<file path="src/design/cau_pkg.sv">
// Shared constants, types and helpers of the complex arithmetic unit.
package cau_pkg;

  localparam int DW   = 16;                  // word width
  localparam int FB   = 12;                  // fraction bits
  localparam int QW   = DW;                  // quotient and root bits, one per step
  localparam int PW   = 2 * DW;              // product width
  localparam int SW   = PW + 1;              // sum of two products
  localparam int CLW  = PW + 3;              // width ahead of the clamp
  localparam int NW   = PW + FB + 2;         // scaled dividend
  localparam int DDW  = PW + 1;              // doubled divisor
  localparam int DSW  = DDW + QW;            // divisor at its top step
  localparam int RW   = (NW > DSW) ? NW : DSW;
  localparam int SQW  = PW + 2;              // root trial term
  localparam int NST  = QW + 5;              // pipeline stages

  localparam logic signed [CLW-1:0] RND  = CLW'((2 ** FB) / 2);
  localparam logic signed [CLW-1:0] HI_L = CLW'((2 ** (DW - 1)) - 1);
  localparam logic signed [CLW-1:0] LO_L = -HI_L - CLW'(1);

  typedef enum logic [3:0] {
    OP_ADD   = 4'd0,
    OP_SUB   = 4'd1,
    OP_MUL   = 4'd2,
    OP_DIV   = 4'd3,
    OP_EQ    = 4'd4,
    OP_NE    = 4'd5,
    OP_MAG   = 4'd6,
    OP_CONJ  = 4'd7,
    OP_SCALE = 4'd8
  } op_t;

  typedef enum logic [1:0] {
    ST_OK  = 2'd0,
    ST_DZ  = 2'd1,
    ST_SAT = 2'd2
  } status_t;

  typedef logic signed [DW-1:0] word_t;

  typedef struct packed {
    logic  sat;
    word_t v;
  } clamp_t;

  typedef struct packed {
    word_t   re;
    word_t   im;
    logic    cmp;
    status_t st;
  } res_t;

  typedef struct packed {
    op_t                   kind;
    word_t                 ar;
    logic                  eq;
    logic signed [DW:0]    as_re;
    logic signed [DW:0]    as_im;
    logic signed [DW:0]    cj_im;
    logic signed [PW-1:0]  p_rr;
    logic signed [PW-1:0]  p_ii;
    logic signed [PW-1:0]  p_ri;
    logic signed [PW-1:0]  p_ir;
    logic signed [PW-1:0]  p_aa;
    logic signed [PW-1:0]  p_ai2;
    logic signed [PW-1:0]  p_br2;
    logic signed [PW-1:0]  p_bi2;
  } s1_t;

  typedef struct packed {
    op_t                   kind;
    word_t                 ar;
    logic                  eq;
    logic signed [DW:0]    as_re;
    logic signed [DW:0]    as_im;
    logic signed [DW:0]    cj_im;
    logic signed [PW-1:0]  p_rr;
    logic signed [PW-1:0]  p_ir;
    logic signed [SW-1:0]  mre;
    logic signed [SW-1:0]  mim;
    logic signed [SW-1:0]  nre;
    logic signed [SW-1:0]  nim;
    logic [PW-1:0]         den;
    logic [PW-1:0]         sq;
  } s2_t;

  typedef struct packed {
    logic [RW-1:0] rem;
    logic [QW-1:0] q;
    logic          neg;
    logic          ovf;
  } lane_t;

  typedef struct packed {
    op_t            kind;
    res_t           smp;
    logic           dz;
    logic [DDW-1:0] d;
    lane_t          lre;
    lane_t          lim;
    logic [PW-1:0]  sq;
    logic [DW-1:0]  root;
  } ds_t;

  function automatic clamp_t clamp(input logic signed [CLW-1:0] x);
    clamp_t c;
    c.sat = 1'b0;
    c.v   = DW'(x);
    if (x > HI_L) begin
      c.sat = 1'b1;
      c.v   = DW'(HI_L);
    end else if (x < LO_L) begin
      c.sat = 1'b1;
      c.v   = DW'(LO_L);
    end
    return c;
  endfunction

  // round to nearest, ties up, back to FB fraction bits
  function automatic logic signed [CLW-1:0] round_prod(input logic signed [CLW-1:0] x);
    logic signed [CLW-1:0] s;
    s = x + RND;
    return s >>> FB;
  endfunction

endpackage

</file>
<file path="src/design/cau_back.sv">
// Output stage: finish division and magnitude, pick the result word.
module cau_back (
  input  logic            clk,
  input  logic            en,
  input  cau_pkg::ds_t    d_in,
  output cau_pkg::word_t  res_re,
  output cau_pkg::word_t  res_im,
  output logic            compare_true,
  output logic [1:0]      status
);
  import cau_pkg::*;

  res_t r_next;

  function automatic clamp_t fin_div(input lane_t l);
    clamp_t                c;
    logic signed [CLW-1:0] qs;
    qs = CLW'(l.q);
    if (l.neg) qs = -qs;
    c = clamp(qs);
    if (l.ovf) begin
      c.sat = 1'b1;
      c.v   = l.neg ? DW'(LO_L) : DW'(HI_L);
    end
    return c;
  endfunction

  always_comb begin
    clamp_t                cr, ci;
    logic signed [CLW-1:0] rr;
    cr = '0;
    ci = '0;
    rr = CLW'(d_in.root) + ((d_in.sq > PW'(d_in.root)) ? CLW'(1) : CLW'(0));
    r_next = d_in.smp;
    unique case (d_in.kind)
      OP_DIV: begin
        if (d_in.dz) begin
          r_next = '0;
          r_next.st = ST_DZ;
        end else begin
          cr = fin_div(d_in.lre);
          ci = fin_div(d_in.lim);
          r_next.re  = cr.v;
          r_next.im  = ci.v;
          r_next.cmp = 1'b0;
          r_next.st  = (cr.sat || ci.sat) ? ST_SAT : ST_OK;
        end
      end
      OP_MAG: begin
        cr = clamp(rr);
        r_next.re  = cr.v;
        r_next.im  = '0;
        r_next.cmp = 1'b0;
        r_next.st  = cr.sat ? ST_SAT : ST_OK;
      end
      default: ;
    endcase
  end

  always_ff @(posedge clk) begin
    if (en) begin
      res_re       <= r_next.re;
      res_im       <= r_next.im;
      compare_true <= r_next.cmp;
      status       <= r_next.st;
    end
  end

endmodule

</file>
<file path="config.mk">
export PLATFORM = sky130hd
export DESIGN_NAME = cau_back
export DESIGN_NICKNAME = d
export VERILOG_FILES = /design/src/design/cau_pkg.sv /design/src/design/cau_back.sv
export SDC_FILE = /design/constraint.sdc
export NUM_CORES = 1
export LEC_CHECK = 0
export BUFFER_PORTS_ARGS = -buffer_cell sky130_fd_sc_hd__buf_4
export CAP_MARGIN = 30
export CORE_AREA = 3 3 111 113
export DETAILED_ROUTE_END_ITERATION = 7
export DIE_AREA = 0 0 114 116
export GPL_TIMING_DRIVEN = 0
export PLACE_DENSITY_LB_ADDON = 0.1
export SLEW_MARGIN = 20
export SYNTH_ARGS = -nofsm -noshare
export SYNTH_HDL_FRONTEND = slang
export SYNTH_SLANG_ARGS = --single-unit
export TNS_END_PERCENT = 10
</file>
<file path="constraint.sdc">
create_clock -name clk -period 11 [get_ports clk]
set_clock_uncertainty 0.2 [all_clocks]
set_input_delay 0.55 -clock clk [delete_from_list [all_inputs] [get_ports clk]]
set_output_delay 0.55 -clock clk [all_outputs]
set_load 0.005 [all_outputs]
</file>
==> flow_metrics.tcl <==
set metrics [dict create \
    status "completed" \
    totalNegativeSetupSlack_ps 0 \
    ant_nets 0 \
    root_buffer_cell "sky130_fd_sc_hd__clkbuf_16" \
    slowest_delay_ps 470 \
    ys.warnings.count 0 \
    maximum_number_of_pins_on_one_net_before_global_route_repair 36 \
    synth.top_cell.area_share_pct 30.9 \
    num_io_pins 292 \
    number_of_distinct_library_cells_after_synthesis 57 \
    postRouteWirelength_um 12900 \
    arrival_ps 4240 \
    synth_top_cell_by_area "sky130_fd_sc_hd__edfxtp_1" \
    first_pass_grt_wire_length_um 19600 \
    place_worst_setup_slack_ps 6310 \
    min_period_ps 4420 \
    routabilityCongestion 0.891 \
    synth.net_count 687 \
    cts.hold.buffers_added 0 \
    dieArea_sq_um 13200 \
    tritoncts_clock_tree "done" \
    clock_tree.htree_level_count 2 \
    timing.final.max_slew_violations 0 \
    netlist_area_pre_place_sq_um 3400 \
    master_of_the_slowest_instance_on_the_critical_path "sky130_fd_sc_hd__a41oi_1" \
    ctsLongestPathBuffers 2 \
    n_antenna_cell 0 \
    initial_core_util_pct 29.8 \
    synth-main-ff-cell "sky130_fd_sc_hd__edfxtp_1" \
    post-route-worst-setup-slack_ps 6580 \
    core_region_area_sq_um 11400 \
    vias_in_the_first_global_route 3686 \
    final_core_util_pct 43.4 \
    setup.worst_path.end_class "flop" \
    setup_repair_after_global_routing_missed_its_margin "false" \
    path_clk_slew_ps 60 \
    crit_path_start_kind "primary input" \
    drtPass1Iterations 4 \
    layout-area-overhead-vs-synth_pct 45.5 \
    seq_area_frac_synth_pct 30.9 \
    dp_hpwl_um 10500 \
    setup_viol_count_final 0 \
    post_cts_repair_resize_count 0 \
    fmax_mhz 226 \
    io_buffers 160 \
    critPathRequiredTime_ps 10820 \
    relSlewSlack_pct 52.1 \
    floorplan.rows 39 \
    synthArstFlopShare_pct 0 \
    floorplan.die.height_um 116 \
    grt_overflow_total 0 \
    numCtsBuffers 5 \
    yosys_register_bits 35 \
    synth_area_leaders "sky130_fd_sc_hd__edfxtp_1 31%, sky130_fd_sc_hd__ha_1 8.1%, sky130_fd_sc_hd__o21ai_0 6.2%" \
    final.hold.worst_slack_ps 361 \
    post-synth-top-count-cell "sky130_fd_sc_hd__o21ai_0" \
    layout_worst_path_cycle_share_pct 40.2 \
    reported_leakage_power_uw 0.00208 \
    hold_class "in -> reg" \
    antenna_found_initial 0 \
    vdd.ir_drop.worst_v 0.0000605 \
    synth.cells.most_frequent "42 x sky130_fd_sc_hd__o21ai_0, 40 x sky130_fd_sc_hd__nand2_1, 35 x sky130_fd_sc_hd__edfxtp_1" \
    worst_setup_path_class "in -> reg" \
    postCtsSetupBuffers 0 \
    clock-sinks 35 \
    max_slew.worst_pin.slew_ps 712 \
    global_route.usage.total_pct 18.8 \
    post_route_cells_drive_above_1_share_pct 31.8 \
    worstPathCellList "buf_4 -> inv_1 -> ha_1 -> a21oi_1 -> o21ai_0 -> a311oi_1 -> o31ai_1 -> a21o_1 -> ha_1 -> and4_1 -> and3_1 -> clkbuf_1 -> a41oi_1 -> o21ai_0 -> a221o_1 -> or3_1" \
    dr.first_iter.drc_count 198 \
    route.detailed.drc 0 \
    drv_cap 0 \
    die_width_um 114 \
    detail_route.wl_per_cell_um 17.9 \
    power.density_cell_area_nw_per_um2 93.1 \
    num-nets-final 854 \
    syn_inst 408 \
    detailroute.via_count 3801 \
    timing_hold_violations_final 0 \
    synth_area_per_cell_sq_um 8.34 \
    detail_route.vias_per_cell 5.29 \
    number_of_flops_mapped_to_enable_cells_by_yosys 35 \
    critPathMaxFanout 7 \
]
[per-layer routing]
metal / part of all wire (%) / GRT usage [%]
met3: 7.3 / 3.19
met1: 45 / 25.3
met2: 46 / 31.0
met4: 2.0 / 5.46
met5: 0 / 0
[worst max-delay path: cells and delay by family]
kind	cells	cell delay [ps]
adder cells (fa/ha/maj)	2	470
AND/OR/NAND/NOR	3	820
AO/OA/AOI/OAI	8	2010
buffers and inverters	3	410
[where the power goes]
group / leakage [uW] / switching [uW] / internal, uW
Sequential: 0.000342 / 3.72 / 162
Combinational: 0.00166 / 63.2 / 69.3
Clock: 0.0000812 / 56.9 / 106
Total: 0.00208 / 124 / 337
[sequential cells by signal, summed over array words and instances, names as in the netlist]
| name | count |
|---|---|
| status | 2 |
| compare_true | 1 |
| res_im | 16 |
| res_re | 16 |
[path summary, 6_finish.rpt]
| check | startpoint | end | slack (ps) | depth (start not counted) |
|---|---|---|---|---|
| worst max-delay path | d_in[9] | res_re[3] | 6580 | 16 |
| worst min-delay path | d_in[220] | res_im[1] | 360 | 3 |
[per-stage QoR]
| stage | total power, uW | instance area [sq um] | std cells |
|---|---|---|---|
| after floorplan | 218 | 3400 | 408 |
| after global placement | 300 | 4780 | 711 |
| after detailed placement | 300 | 4790 | 711 |
| after CTS | 465 | 4950 | 719 |
| after global routing | 484 | 4950 | 719 |
| final | 461 | 4950 | 719 |
[cell families after synthesis]
| group | after synthesis | share of synthesized area (%) |
|---|---|---|
| AND/OR/NAND/NOR | 149 | 23.4 |
| AO/OA/AOI/OAI | 130 | 25.0 |
| buffers and inverters | 43 | 4.93 |
| flip-flops | 35 | 30.9 |
| XOR/XNOR | 24 | 6.18 |
| adder cells (fa/ha/maj) | 22 | 8.09 |
| multiplexers | 5 | 1.51 |
[layout make-up]
class / instances / area, sq um
Inverter: 28 / 105
Buffer: 15 / 62.6
Timing Repair Buffer: 160 / 1200
Tap cell: 143 / 179
Sequential cell: 35 / 1050
Clock buffer: 5 / 125
Multi-Input combinational cell: 330 / 2190
Clock inverter: 3 / 38.8
Fill cell: 1205 / 6470
[layout by cell type, fill, tap and decap left out, types with 5 or more instances in the layout]
cell                        instances
sky130_fd_sc_hd__o21ai_0           42
sky130_fd_sc_hd__nor2_1            25
sky130_fd_sc_hd__ha_1              22
sky130_fd_sc_hd__clkbuf_1          12
sky130_fd_sc_hd__nor4_1            10
sky130_fd_sc_hd__a31oi_1            5
sky130_fd_sc_hd__inv_1             27
sky130_fd_sc_hd__nand2_1           40
sky130_fd_sc_hd__or3_1              5
sky130_fd_sc_hd__nor3_1            14
sky130_fd_sc_hd__or4_1              5
sky130_fd_sc_hd__xor2_1             9
sky130_fd_sc_hd__edfxtp_1          35
sky130_fd_sc_hd__clkbuf_16          5
sky130_fd_sc_hd__a221oi_1          13
sky130_fd_sc_hd__a211oi_1           8
sky130_fd_sc_hd__o31ai_1            6
sky130_fd_sc_hd__a21oi_1           24
sky130_fd_sc_hd__nand4_1           10
sky130_fd_sc_hd__xnor2_1           15
sky130_fd_sc_hd__buf_4            161
sky130_fd_sc_hd__nand3_1            9
Note: power is estimated with default switching activity, not from simulation.
